--- config.mk ---
export PLATFORM = sky130hd
export DESIGN_NAME = rounded_rect_corner_mask
export DESIGN_NICKNAME = d
export VERILOG_FILES = /design/src/rtl/rrcm_pkg.sv /design/src/rtl/rrcm_sqrt_cell.sv /design/src/rtl/rounded_rect_corner_mask.sv
export SDC_FILE = /design/constraint.sdc
export NUM_CORES = 1
export LEC_CHECK = 0
export BUFFER_PORTS_ARGS = -buffer_cell sky130_fd_sc_hd__buf_2
export CORE_ASPECT_RATIO = 1.75
export CORE_MARGIN = 2
export CORE_UTILIZATION = 57
export DETAILED_ROUTE_END_ITERATION = 16
export GPL_TIMING_DRIVEN = 1
export PLACE_DENSITY = 0.78
export SKIP_LAST_GASP = 1
export SLEW_MARGIN = 20
export SYNTH_ARGS = -nofsm -noshare
export SYNTH_HDL_FRONTEND = slang
export SYNTH_SLANG_ARGS = --single-unit
--- constraint.sdc ---
create_clock -name clk -period 20.8 [get_ports clk]
set_clock_uncertainty 0.05 [all_clocks]
set_input_delay 2.08 -clock clk [delete_from_list [all_inputs] [get_ports clk]]
set_output_delay 2.08 -clock clk [all_outputs]
set_load 0.005 [all_outputs]
--- src/rtl/rrcm_pkg.sv ---
package rrcm_pkg;

    // Field and register widths
    localparam int PIX_BITS    = 12;
    localparam int SIZE_BITS   = 12;
    localparam int SCREEN_BITS = 13;
    localparam int STYLE_BITS  = 2;
    localparam int ACT_BITS    = 2;
    localparam int INDEX_BITS  = 3;

    // Corner radius tops out at 4095 / 10, so the root and its square stay narrow
    localparam int ROOT_BITS  = 9;
    localparam int SQ_BITS    = 2 * ROOT_BITS;
    localparam int SQRT_STEPS = ROOT_BITS;

    // m / 10 as (m * 6554) >> 16, exact for every 12-bit m
    localparam int                    DIV10_MUL_BITS = 13;
    localparam logic [DIV10_MUL_BITS-1:0] DIV10_MUL  = 13'd6554;
    localparam int                    DIV10_SHIFT    = 16;

    // Side limits for the radius rule
    localparam logic [SIZE_BITS-1:0] MIN_SCALED_SIDE = 12'd5;
    localparam logic [SIZE_BITS-1:0] MIN_ROUND_SIDE  = 12'd3;
    localparam logic [ROOT_BITS-1:0] SMALL_RADIUS    = 9'd1;
    localparam logic [ROOT_BITS-1:0] MIN_RADIUS      = 9'd2;

    localparam logic [SCREEN_BITS-1:0] SCREEN_RESET = 13'd4096;

    // Configuration register indexes
    typedef enum logic [INDEX_BITS-1:0] {
        REG_RECT_LEFT     = 3'd0,
        REG_RECT_TOP      = 3'd1,
        REG_RECT_WIDTH    = 3'd2,
        REG_RECT_HEIGHT   = 3'd3,
        REG_CORNER_STYLE  = 3'd4,
        REG_SCREEN_WIDTH  = 3'd5,
        REG_SCREEN_HEIGHT = 3'd6
    } cfg_reg_t;

    // Corner styles
    localparam logic [STYLE_BITS-1:0] STYLE_NONE  = 2'd0;
    localparam logic [STYLE_BITS-1:0] STYLE_WHITE = 2'd1;

    // Corner actions
    localparam logic [ACT_BITS-1:0] ACT_NONE  = 2'd0;
    localparam logic [ACT_BITS-1:0] ACT_WHITE = 2'd1;
    localparam logic [ACT_BITS-1:0] ACT_BLACK = 2'd2;

    // Per-pixel facts that ride along the root chain
    typedef struct packed {
        logic [PIX_BITS-1:0] dx;
        logic                in_rect;
        logic                corner;
        logic                on_screen;
        logic                lattice;
    } pix_side_t;

    // One link of the square root chain
    typedef struct packed {
        logic [SQ_BITS-1:0] rem;
        logic [SQ_BITS-1:0] root;
        pix_side_t          side;
    } sqrt_stage_t;

endpackage

--- src/rtl/rrcm_sqrt_cell.sv ---
module rrcm_sqrt_cell #(
    parameter int STEP = 0
) (
    input  logic                  clk,
    input  logic                  rst_n,
    input  logic                  advance,
    input  logic                  in_valid,
    input  rrcm_pkg::sqrt_stage_t in_stage,
    output logic                  out_valid,
    output rrcm_pkg::sqrt_stage_t out_stage
);
    import rrcm_pkg::*;

    // Bit pair handled by this cell
    localparam logic [SQ_BITS-1:0] BIT_VAL = SQ_BITS'(1) << (SQ_BITS - 2 - 2 * STEP);

    logic [SQ_BITS-1:0] trial;
    logic               take;
    sqrt_stage_t        stage_next;
    logic               valid_reg;
    sqrt_stage_t        stage_reg;

    // One restoring step of the digit-by-digit root
    always_comb
    begin
        trial           = in_stage.root + BIT_VAL;
        take            = in_stage.rem >= trial;
        stage_next.side = in_stage.side;
        if (take)
        begin
            stage_next.rem  = in_stage.rem - trial;
            stage_next.root = (in_stage.root >> 1) + BIT_VAL;
        end
        else
        begin
            stage_next.rem  = in_stage.rem;
            stage_next.root = in_stage.root >> 1;
        end
    end

    // Valid bit
    always_ff @(posedge clk or negedge rst_n)
    begin
        if (!rst_n)
        begin
            valid_reg <= 1'b0;
        end
        else if (advance)
        begin
            valid_reg <= in_valid;
        end
    end

    // Payload
    always_ff @(posedge clk)
    begin
        if (advance)
        begin
            stage_reg <= stage_next;
        end
    end

    assign out_valid = valid_reg;
    assign out_stage = stage_reg;

endmodule

--- src/rtl/rounded_rect_corner_mask.sv ---
// Stages from accept to result valid: stage A loads at the accept edge, then
// stages B and C, 9 root cells, and the output register.
// Throughput: one pixel per clock unless stalled; all stages advance together.
// Latency is set mostly by the 9-cell square root chain, one bit pair per cell.
// A held result stalls the whole pipeline in place; nothing is dropped.
// Reset clears all valid bits and loads register defaults (screen 4096x4096).
module rounded_rect_corner_mask #(
    parameter int COORD_BITS = 13
) (
    input  logic                                 clk,
    input  logic                                 rst_n,
    input  logic                                 cfg_we,
    input  logic [rrcm_pkg::INDEX_BITS-1:0]      cfg_index,
    input  logic [(COORD_BITS > rrcm_pkg::SCREEN_BITS ?
                   COORD_BITS : rrcm_pkg::SCREEN_BITS)-1:0] cfg_data,
    input  logic                                 in_valid,
    output logic                                 in_stall,
    input  logic [rrcm_pkg::PIX_BITS-1:0]        pixel_x,
    input  logic [rrcm_pkg::PIX_BITS-1:0]        pixel_y,
    output logic                                 out_valid,
    input  logic                                 out_stall,
    output logic                                 inside_shape,
    output logic [rrcm_pkg::ACT_BITS-1:0]        corner_action
);
    import rrcm_pkg::*;

    localparam int WIDE = (COORD_BITS > SCREEN_BITS ? COORD_BITS : SCREEN_BITS) + 2;
    localparam logic signed [WIDE-1:0] ONE_W = WIDE'(1);

    // Configuration registers
    logic signed [COORD_BITS-1:0]  rect_left_reg;
    logic signed [COORD_BITS-1:0]  rect_top_reg;
    logic [SIZE_BITS-1:0]          rect_width_reg;
    logic [SIZE_BITS-1:0]          rect_height_reg;
    logic [STYLE_BITS-1:0]         corner_style_reg;
    logic [SCREEN_BITS-1:0]        screen_width_reg;
    logic [SCREEN_BITS-1:0]        screen_height_reg;

    // Radius derived from the rectangle size
    logic [SIZE_BITS-1:0]                    min_side;
    logic [SIZE_BITS+DIV10_MUL_BITS-1:0]     div_prod;
    logic [ROOT_BITS-1:0]                    tenth;
    logic [ROOT_BITS-1:0]                    radius_next;
    logic                                    rounded_next;
    logic [SQ_BITS-1:0]                      radius_sq_next;
    logic [ROOT_BITS-1:0]                    radius_reg;
    logic [SQ_BITS-1:0]                      radius_sq_reg;
    logic                                    rounded_reg;

    // Pipeline control
    logic advance;

    // Stage A: offsets from the rectangle origin
    logic signed [WIDE-1:0] px_w;
    logic signed [WIDE-1:0] py_w;
    logic signed [WIDE-1:0] left_w;
    logic signed [WIDE-1:0] top_w;
    logic                   a_valid_reg;
    logic signed [WIDE-1:0] a_dx_reg;
    logic signed [WIDE-1:0] a_dy_reg;
    logic                   a_on_screen_reg;
    logic                   a_lattice_reg;

    // Stage B: rectangle test and corner row offset
    logic signed [WIDE-1:0] w_w;
    logic signed [WIDE-1:0] h_w;
    logic signed [WIDE-1:0] r_w;
    logic signed [WIDE-1:0] ry_w;
    logic                   in_rect_b;
    logic                   middle_b;
    pix_side_t              side_b;
    logic                   b_valid_reg;
    pix_side_t              b_side_reg;
    logic [ROOT_BITS-1:0]   b_ry_reg;

    // Stage C: radicand r*r - ry*ry
    logic [SQ_BITS-1:0]     ry_sq;
    sqrt_stage_t            c_stage_next;
    logic                   c_valid_reg;
    sqrt_stage_t            c_stage_reg;

    // Root chain
    logic                   chain_valid [0:SQRT_STEPS];
    sqrt_stage_t            chain_stage [0:SQRT_STEPS];

    // Stage D: span test and action
    sqrt_stage_t            last;
    logic [ROOT_BITS-1:0]   span;
    logic [SCREEN_BITS-1:0] dx_e;
    logic [SCREEN_BITS-1:0] span_lo;
    logic [SCREEN_BITS-1:0] span_hi;
    logic                   in_span;
    logic                   inside_next;
    logic [ACT_BITS-1:0]    action_next;
    logic                   out_valid_reg;
    logic                   inside_reg;
    logic [ACT_BITS-1:0]    action_reg;

    // Register writes
    always_ff @(posedge clk or negedge rst_n)
    begin
        if (!rst_n)
        begin
            rect_left_reg     <= '0;
            rect_top_reg      <= '0;
            rect_width_reg    <= '0;
            rect_height_reg   <= '0;
            corner_style_reg  <= STYLE_NONE;
            screen_width_reg  <= SCREEN_RESET;
            screen_height_reg <= SCREEN_RESET;
        end
        else if (cfg_we)
        begin
            case (cfg_index)
                REG_RECT_LEFT:     rect_left_reg     <= cfg_data[COORD_BITS-1:0];
                REG_RECT_TOP:      rect_top_reg      <= cfg_data[COORD_BITS-1:0];
                REG_RECT_WIDTH:    rect_width_reg    <= cfg_data[SIZE_BITS-1:0];
                REG_RECT_HEIGHT:   rect_height_reg   <= cfg_data[SIZE_BITS-1:0];
                REG_CORNER_STYLE:  corner_style_reg  <= cfg_data[STYLE_BITS-1:0];
                REG_SCREEN_WIDTH:  screen_width_reg  <= cfg_data[SCREEN_BITS-1:0];
                REG_SCREEN_HEIGHT: screen_height_reg <= cfg_data[SCREEN_BITS-1:0];
                default:           ;
            endcase
        end
    end

    // Radius: 1 for small sides, else side / 10 but at least 2
    always_comb
    begin
        min_side = (rect_width_reg < rect_height_reg) ? rect_width_reg : rect_height_reg;
        div_prod = {{DIV10_MUL_BITS{1'b0}}, min_side} *
                   {{SIZE_BITS{1'b0}}, DIV10_MUL};
        tenth    = div_prod[DIV10_SHIFT +: ROOT_BITS];
        if (min_side < MIN_SCALED_SIDE)
        begin
            radius_next = SMALL_RADIUS;
        end
        else if (tenth < MIN_RADIUS)
        begin
            radius_next = MIN_RADIUS;
        end
        else
        begin
            radius_next = tenth;
        end
        rounded_next   = (rect_width_reg >= MIN_ROUND_SIDE) &&
                         (rect_height_reg >= MIN_ROUND_SIDE);
        radius_sq_next = SQ_BITS'({{ROOT_BITS{1'b0}}, radius_reg} *
                                  {{ROOT_BITS{1'b0}}, radius_reg});
    end

    // Radius, then its square, settle before any following pixel needs them
    always_ff @(posedge clk or negedge rst_n)
    begin
        if (!rst_n)
        begin
            radius_reg    <= SMALL_RADIUS;
            radius_sq_reg <= SQ_BITS'(1);
            rounded_reg   <= 1'b0;
        end
        else
        begin
            radius_reg    <= radius_next;
            radius_sq_reg <= radius_sq_next;
            rounded_reg   <= rounded_next;
        end
    end

    // Whole pipeline moves unless a result is held at the output
    assign advance  = !(out_valid_reg && out_stall);
    assign in_stall = !advance;

    // Stage A
    always_comb
    begin
        px_w   = $signed({{(WIDE-PIX_BITS){1'b0}}, pixel_x});
        py_w   = $signed({{(WIDE-PIX_BITS){1'b0}}, pixel_y});
        left_w = $signed({{(WIDE-COORD_BITS){rect_left_reg[COORD_BITS-1]}}, rect_left_reg});
        top_w  = $signed({{(WIDE-COORD_BITS){rect_top_reg[COORD_BITS-1]}}, rect_top_reg});
    end

    always_ff @(posedge clk or negedge rst_n)
    begin
        if (!rst_n)
        begin
            a_valid_reg <= 1'b0;
        end
        else if (advance)
        begin
            a_valid_reg <= in_valid;
        end
    end

    always_ff @(posedge clk)
    begin
        if (advance)
        begin
            a_dx_reg        <= px_w - left_w;
            a_dy_reg        <= py_w - top_w;
            a_on_screen_reg <= ({1'b0, pixel_x} < screen_width_reg) &&
                               ({1'b0, pixel_y} < screen_height_reg);
            a_lattice_reg   <= !pixel_x[0] && !pixel_y[0];
        end
    end

    // Stage B
    always_comb
    begin
        w_w       = $signed({{(WIDE-SIZE_BITS){1'b0}}, rect_width_reg});
        h_w       = $signed({{(WIDE-SIZE_BITS){1'b0}}, rect_height_reg});
        r_w       = $signed({{(WIDE-ROOT_BITS){1'b0}}, radius_reg});
        in_rect_b = (a_dx_reg >= 0) && (a_dx_reg < w_w) &&
                    (a_dy_reg >= 0) && (a_dy_reg < h_w);
        middle_b  = (a_dy_reg >= r_w) && (a_dy_reg < h_w - r_w);
        // distance from the corner center row, 1..r inside a corner band
        if (a_dy_reg < r_w)
        begin
            ry_w = r_w - a_dy_reg;
        end
        else
        begin
            ry_w = r_w - h_w + a_dy_reg + ONE_W;
        end
        side_b.dx        = a_dx_reg[PIX_BITS-1:0];
        side_b.in_rect   = in_rect_b;
        side_b.corner    = in_rect_b && rounded_reg && !middle_b;
        side_b.on_screen = a_on_screen_reg;
        side_b.lattice   = a_lattice_reg;
    end

    always_ff @(posedge clk or negedge rst_n)
    begin
        if (!rst_n)
        begin
            b_valid_reg <= 1'b0;
        end
        else if (advance)
        begin
            b_valid_reg <= a_valid_reg;
        end
    end

    always_ff @(posedge clk)
    begin
        if (advance)
        begin
            b_side_reg <= side_b;
            b_ry_reg   <= ry_w[ROOT_BITS-1:0];
        end
    end

    // Stage C
    always_comb
    begin
        ry_sq             = SQ_BITS'({{ROOT_BITS{1'b0}}, b_ry_reg} *
                                     {{ROOT_BITS{1'b0}}, b_ry_reg});
        c_stage_next.rem  = radius_sq_reg - ry_sq;
        c_stage_next.root = '0;
        c_stage_next.side = b_side_reg;
    end

    always_ff @(posedge clk or negedge rst_n)
    begin
        if (!rst_n)
        begin
            c_valid_reg <= 1'b0;
        end
        else if (advance)
        begin
            c_valid_reg <= b_valid_reg;
        end
    end

    always_ff @(posedge clk)
    begin
        if (advance)
        begin
            c_stage_reg <= c_stage_next;
        end
    end

    // Square root chain, one bit pair per cell
    assign chain_valid[0] = c_valid_reg;
    assign chain_stage[0] = c_stage_reg;

    for (genvar i = 0; i < SQRT_STEPS; i++)
    begin : g_cell
        rrcm_sqrt_cell #(
            .STEP(i)
        ) u_cell (
            .clk      (clk),
            .rst_n    (rst_n),
            .advance  (advance),
            .in_valid (chain_valid[i]),
            .in_stage (chain_stage[i]),
            .out_valid(chain_valid[i+1]),
            .out_stage(chain_stage[i+1])
        );
    end

    // Stage D: span test against [r - span, W - r + span)
    always_comb
    begin
        last    = chain_stage[SQRT_STEPS];
        span    = last.root[ROOT_BITS-1:0];
        dx_e    = {1'b0, last.side.dx};
        span_lo = {{(SCREEN_BITS-ROOT_BITS){1'b0}}, radius_reg} -
                  {{(SCREEN_BITS-ROOT_BITS){1'b0}}, span};
        span_hi = {1'b0, rect_width_reg} +
                  {{(SCREEN_BITS-ROOT_BITS){1'b0}}, span} -
                  {{(SCREEN_BITS-ROOT_BITS){1'b0}}, radius_reg};
        in_span = (dx_e >= span_lo) && (dx_e < span_hi);

        inside_next = last.side.in_rect && (!last.side.corner || in_span);

        action_next = ACT_NONE;
        if (last.side.corner && !in_span && last.side.on_screen &&
            (corner_style_reg != STYLE_NONE))
        begin
            if (corner_style_reg == STYLE_WHITE)
            begin
                action_next = ACT_WHITE;
            end
            else if (last.side.lattice)
            begin
                action_next = ACT_BLACK;
            end
            else
            begin
                action_next = ACT_WHITE;
            end
        end
    end

    always_ff @(posedge clk or negedge rst_n)
    begin
        if (!rst_n)
        begin
            out_valid_reg <= 1'b0;
        end
        else if (advance)
        begin
            out_valid_reg <= chain_valid[SQRT_STEPS];
        end
    end

    always_ff @(posedge clk)
    begin
        if (advance)
        begin
            inside_reg <= inside_next;
            action_reg <= action_next;
        end
    end

    assign out_valid     = out_valid_reg;
    assign inside_shape  = inside_reg;
    assign corner_action = action_reg;

    // A pixel inside the fill never gets a touch-up
    a_inside_no_action: assert property (
        @(posedge clk) disable iff (!rst_n)
        out_valid_reg |-> !(inside_reg && (action_reg != ACT_NONE))
    ) else $error("corner action on a pixel inside the shape");

    // Style none suppresses every action
    a_style_none: assert property (
        @(posedge clk) disable iff (!rst_n)
        (chain_valid[SQRT_STEPS] && (corner_style_reg == STYLE_NONE)) |->
            (action_next == ACT_NONE)
    ) else $error("corner action with style none");

    // Requests are only held off while a result waits at the output
    a_stall_only_when_full: assert property (
        @(posedge clk) disable iff (!rst_n)
        in_stall |-> out_valid_reg
    ) else $error("input stalled with empty output register");

endmodule

# Word-level counts from Yosys, hierarchy flattened

Cells that the tools add are included.

Register bits after elaboration: 635
Input port bits: 45
Output and inout bits: 5
Word-level logic and storage cells: 230

$add $sub $neg: 35
Multipliers: 3
Magnitude comparators: 25
Eq/ne operators: 7
Mux-type cells: 15
Bitwise gates (word level): 1
Reductions and logical operators: 31

Operators with widths:

| cell                                                                | count |
|---|---|
| two-way mux 36 bit                                                  | 8 |
| greater-or-equal comparator 18 bit                                  | 8 |
| subtractor 18 bit                                                   | 8 |
| less-than comparator 14 x 13 -> 1 bit                               | 3 |
| less-than comparator 12 x 13 -> 1 bit                               | 3 |
| multiplier 9 x 9 -> 18 bit                                          | 2 |
| two-way mux 9 bit                                                   | 4 |
| greater-or-equal comparator 14 x 1 -> 1 bit (second input constant) | 2 |
| subtractor 13 x 13 -> 14 bit                                        | 2 |
| greater-or-equal comparator 12 x 2 -> 1 bit (second input constant) | 2 |
| multiplier 12 x 12 -> 24 bit (second input constant)                | 1 |
| adder 17 x 11 -> 18 bit (second input constant)                     | 1 |
| adder 17 x 13 -> 18 bit (second input constant)                     | 1 |
| adder 17 x 15 -> 18 bit (second input constant)                     | 1 |
| adder 17 x 3 -> 18 bit (second input constant)                      | 1 |
| adder 17 x 5 -> 18 bit (second input constant)                      | 1 |
| adder 17 x 7 -> 18 bit (second input constant)                      | 1 |
| adder 17 x 9 -> 18 bit (second input constant)                      | 1 |
| adder 18 x 1 -> 18 bit (second input constant)                      | 1 |
| adder 18 x 11 -> 18 bit (second input constant)                     | 1 |
| adder 18 x 13 -> 18 bit (second input constant)                     | 1 |
| adder 18 x 3 -> 18 bit (second input constant)                      | 1 |
| adder 18 x 5 -> 18 bit (second input constant)                      | 1 |
| adder 18 x 7 -> 18 bit (second input constant)                      | 1 |
| 33 further kinds                                                    | 61 |

# Longest topological paths before layout

Word-level depth: 10
Depth in mapped cells: 30
Mapped depth without buffers: 29

# Cells and area by module

A second synthesis with hierarchy kept.

Cells, all modules: 4479
Area total of the unflattened synthesis: 48788.0 sq um

By module, submodules not included:

| module                            | times used | cells each | area an instance (sq um) | seq. area each (sq um) |
|---|---|---|---|---|
| rounded_rect_corner_mask          | 1          | 2017       | 20091.8                  | 5495.3 |
| rrcm_sqrt_cell (g_cell[7].u_cell) | 1          | 300        | 3419.5                   | 1586.5 |
| rrcm_sqrt_cell (g_cell[8].u_cell) | 1          | 305        | 3390.8                   | 1586.5 |
| rrcm_sqrt_cell (g_cell[6].u_cell) | 1          | 322        | 3379.5                   | 1586.5 |
| rrcm_sqrt_cell (g_cell[5].u_cell) | 1          | 275        | 3273.1                   | 1586.5 |
| rrcm_sqrt_cell (g_cell[4].u_cell) | 1          | 265        | 3166.8                   | 1586.5 |
| rrcm_sqrt_cell (g_cell[3].u_cell) | 1          | 258        | 3143.0                   | 1586.5 |
| rrcm_sqrt_cell (g_cell[1].u_cell) | 1          | 255        | 3011.6                   | 1586.5 |
| rrcm_sqrt_cell (g_cell[2].u_cell) | 1          | 256        | 2977.9                   | 1586.5 |
| rrcm_sqrt_cell (g_cell[0].u_cell) | 1          | 226        | 2934.1                   | 1586.5 |

# Least setup slack after synthesis

No wires, ideal clock.

Path type: input to output
From: in out_stall
To: out in_stall
Arrival time: 14.505 ns
Required time: 18.670 ns
Slack: 4.165 ns
Stages: 3
Buffers on the path: 1
Cell sequence: nand2_1 clkbuf_1 inv_1

Longest elaborated chain between the ends: 1

RTL lines:

| what               | line                            | RTL |
|---|---|---|
| start: declaration | rounded_rect_corner_mask.sv:21  | `input logic out_stall,` |
| logical AND 1 bit  | rounded_rect_corner_mask.sv:170 | `assign advance = !(out_valid_reg && out_stall);` |
| end: declaration   | rounded_rect_corner_mask.sv:17  | `output logic in_stall,` |

Every way passes these cells.

# Worst setup path in the final report

From: reg rect_height_reg[1]
To: reg radius_reg[0]

Longest elaborated chain between the ends: 6
Elaborated cells between the ends (all ways): 7
Classes of those cells: mul (1); order compare (3); mux (3)

RTL lines:

| what                                | line                            | RTL |
|---|---|---|
| start: declaration                  | rounded_rect_corner_mask.sv:34  | `logic [SIZE_BITS-1:0] rect_height_reg;` |
| start signal: assignment            | rounded_rect_corner_mask.sv:118 | `REG_RECT_HEIGHT: rect_height_reg <= cfg_data[SIZE_BITS-1:0];` |
| less-than comparator 12 bit         | rounded_rect_corner_mask.sv:130 | `min_side = (rect_width_reg < rect_height_reg) ? rect_width_reg : rect_height_reg;` |
| two-way mux 12 bit *                | rounded_rect_corner_mask.sv:130 |  |
| multiplier 12 x 12 -> 24 bit        | rounded_rect_corner_mask.sv:131 | `div_prod = {{DIV10_MUL_BITS{1'b0}}, min_side} *` |
| less-than comparator 9 x 2 -> 1 bit | rounded_rect_corner_mask.sv:138 | `else if (tenth < MIN_RADIUS)` |
| two-way mux 9 bit                   | rounded_rect_corner_mask.sv:138 |  |
| two-way mux 9 bit *                 | rounded_rect_corner_mask.sv:134 | `if (min_side < MIN_SCALED_SIDE)` |
| via radius_next[0]                  | rounded_rect_corner_mask.sv:43  | `logic [ROOT_BITS-1:0] radius_next;` |
| end signal: assignment              | rounded_rect_corner_mask.sv:163 | `radius_reg <= radius_next;` |
| end: declaration                    | rounded_rect_corner_mask.sv:46  | `logic [ROOT_BITS-1:0] radius_reg;` |

Mark *: on every way through the listed nets, which the timed path passes. The rest lies on a longest branch.
A chain may end at the register's enable or synchronous reset.

==> metrics.md <==
| Metric | Value |
|---|---|
| Avg WL per Cell | `18.6 um` |
| FF-to-FF Start | `rect_height_reg[1]$_DFFE_PN0P_` |
| DR pass1 iterations | `5` |
| Via count | `20380` |
| Cell type with the highest aggregate area in the netlist | `edfxtp_1` |
| Met1 global-route usage | `24.4%` |
| Seq/Total Area, Yosys | `47.7%` |
| Cts bufs inserted | `48` |
| Row count | `116` |
| Die area | `59900 um^2` |
| Reg2reg path depth | `25` |
| Setup TNS | `0 ns` |
| Initial antenna violation count | `0` |
| Slew Viols, Final | `0` |
| Mapped Area | `33000 um^2` |
| Detail Route Antenna Nets | `0` |
| EDFF count, synth | `425` |
| Final Critical Period | `7.78 ns` |
| Max FFs per register | `333` |
| Core area | `57200 um^2` |
| Root Driver | `clkbuf_16` |
| Fraction of layout cells with a size suffix above 1 | `8.33%` |
| Avg Inst Size Synth | `12.0 um^2` |
| Gpl congestion | `0.912` |
| Clock slew at reported path FFs | `0.07 ns` |
| Remaining DRCs | `0` |
| Starting Density | `57.7%` |
| Most frequent cell after synthesis | `inv_1` |
| CP max stage cell | `o21ai_2` |
| Clock latency on the worst-skew pair | `0.59 ns` |
| Setup-failing EPs final | `0` |
| Dominant synthesized flop cell | `edfxtp_1` |
| Reg-to-reg endpoint | `radius_reg[0]$_DFF_PN1_` |
| GRT Residual Overflow | `0` |
| Worst Hold Launch | `g_cell[2].u_cell.out_stage[9]$_DFFE_PN_` |
| PostCTS Resize Cnt | `0` |
| Die width | `186 um` |
| Synth cell count leaders | `inv_1, edfxtp_1, ha_1, nand2_1, nor2_1` |
| Synth area leaders | `edfxtp_1, ha_1, fa_1, dfrtp_1, inv_1` |
| CTS tree | `built` |
| Post-CTS setup repair buffer count | `0` |
| N_diodes | `0` |
| Hold-critical path endpoint | `g_cell[3].u_cell.out_stage[9]$_DFFE_PN_` |
| Max-slew headroom | `33.8%` |
| # H-tree levels | `2` |
| First-pass GRT wire length | `109 mm` |
| Port Buf Inserts | `49` |
| CP Class | `flip-flop to flip-flop` |
| Most used routing layer | `met2` |
| Net count after synthesis | `3347` |
| R2R setup slack | `13.02 ns` |
| Synthesis Warnings | `0` |
| HP Class | `flip-flop to flip-flop` |
| Final hold slack | `0.366 ns` |
| Post-synthesis cell count | `2757` |
| Cts hold-fix bufs | `0` |
| M3 GR Usage | `2.31%` |
| CP Data Arrival Time | `8.23 ns` |
| Synthesis-stage register bit count | `543` |
| Share of the synthesized area in the top cell type | `38.7%` |
| F_max | `129 MHz` |
| Largest net degree at the start of global routing | `98` |
| Yosys cell types | `72` |
| Critical-path maximum fanout | `23` |
| Setup crit start kind | `flip-flop` |
| Hold depth | `0` |
| RSZ-0062 raised after global routing | `false` |
| Detailed Place HPWL | `53.0 mm` |
| Crit. End Element | `flip-flop` |
| Clk sink count | `543` |
| Slew @ Worst Pin | `0.993 ns` |
| FFs w/ async S/R, synth | `21.7%` |
| Iter 0 DRT Violations | `1074` |
| WP data required | `21.25 ns` |
| Vias per cell | `5.59` |
| Final Hold Fails | `0` |
| Layout area overhead | `8.35%` |
| Vias in the first global route | `22003` |
| Clock Tree Buf Depth | `3` |
| GR met2 Demand/Resource | `45.2%` |
| Critical path's largest stage delay | `0.70 ns` |
| WL final | `67.8 mm` |
| Die Y | `322 um` |
| Final period utilization | `37.4%` |
| Outcome | `completed` |
| Top-level I/O count | `50` |
| Max-Cap Viols | `0` |
| GRT Total Usage | `23.6%` |
| Fin nets | `3434` |
[cell type report]
cell class                      count  area [um^2]
Tap cell                          767          960
Fill cell                        4396        21500
Multi-Input combinational cell   1738        15500
Timing Repair Buffer               66          379
Clock inverter                     30          259
Sequential cell                   543        15700
Inverter                          447         1680
Clock buffer                       57         1240
[layer usage]
layer	up-vias	wire length [um]
met5	-	0
met4	0	4460
met3	221	2040
met2	501	37200
met1	9978	24000
li1	9680	-
[metrics by stage]
step	setup WS, ns	utilization, %	std cells	area (um^2)
finish	13.02	62.5	3648	35700
global route	12.51	62.5	3648	35700
CTS	13.11	62.4	3648	35700
detailed placement	13.10	59.8	3561	34200
global placement	13.32	59.8	3561	34200
floorplan	4.16	-	2757	33000
[how the worst max path moves through the flow]
stage | from | endpoint | slack, ns
finish | rect_height_reg[1]$_DFFE_PN0P_ | radius_reg[0]$_DFF_PN1_ | 13.02
global route | rect_height_reg[1]$_DFFE_PN0P_ | radius_reg[0]$_DFF_PN1_ | 12.51
CTS | rect_height_reg[1]$_DFFE_PN0P_ | radius_reg[0]$_DFF_PN1_ | 13.11
detailed placement | rect_height_reg[1]$_DFFE_PN0P_ | radius_reg[0]$_DFF_PN1_ | 13.10
global placement | rect_height_reg[1]$_DFFE_PN0P_ | radius_reg[1]$_DFF_PN0_ | 13.32
floorplan | out_stall | in_stall | 4.16
[logic make-up after synthesis]
kind of cell / after synthesis / synth area share, %
AOI/OAI and AO/OA: 438 / 8.58
xor gates and xnor gates: 160 / 4.25
adders and majority gates: 545 / 24.0
buffers and inverters: 476 / 5.47
DFF: 543 / 47.7
muxes: 79 / 2.66
and+or+nand+nor: 516 / 7.35
[critical path, delay by kind of cell, from the launching register on]
kind	cells	cell delay (ns)
muxes	1	0.39
buffers and inverters	4	0.41
xor gates and xnor gates	1	0.22
adders and majority gates	7	3.07
and+or+nand+nor	3	0.41
DFF	1	0.48
AOI/OAI and AO/OA	9	2.66
[placed cells by master, fill, tap and decap left out, drive strengths merged, types with 9 or more instances in the layout]
master / count
nor2: 148
a21boi: 11
clkbuf: 57
o21bai: 16
mux2: 68
nand3: 26
o21a: 38
nand4b: 9
a31oi: 9
xnor2: 107
nand2: 160
fa: 146
edfxtp: 425
a21oi: 113
nor2b: 36
o21ai: 114
nand2b: 30
nand4: 14
a21o: 62
inv: 448
ha: 399
mux2i: 11
nor3: 40
dfrtp: 114
nor4: 18
buf: 66
a211oi: 17
xor2: 53
clkinv: 23
Power is left out: the tool's default activity adds up to more than one toggle a clock period on the data nets, which glitch-free logic cannot reach.
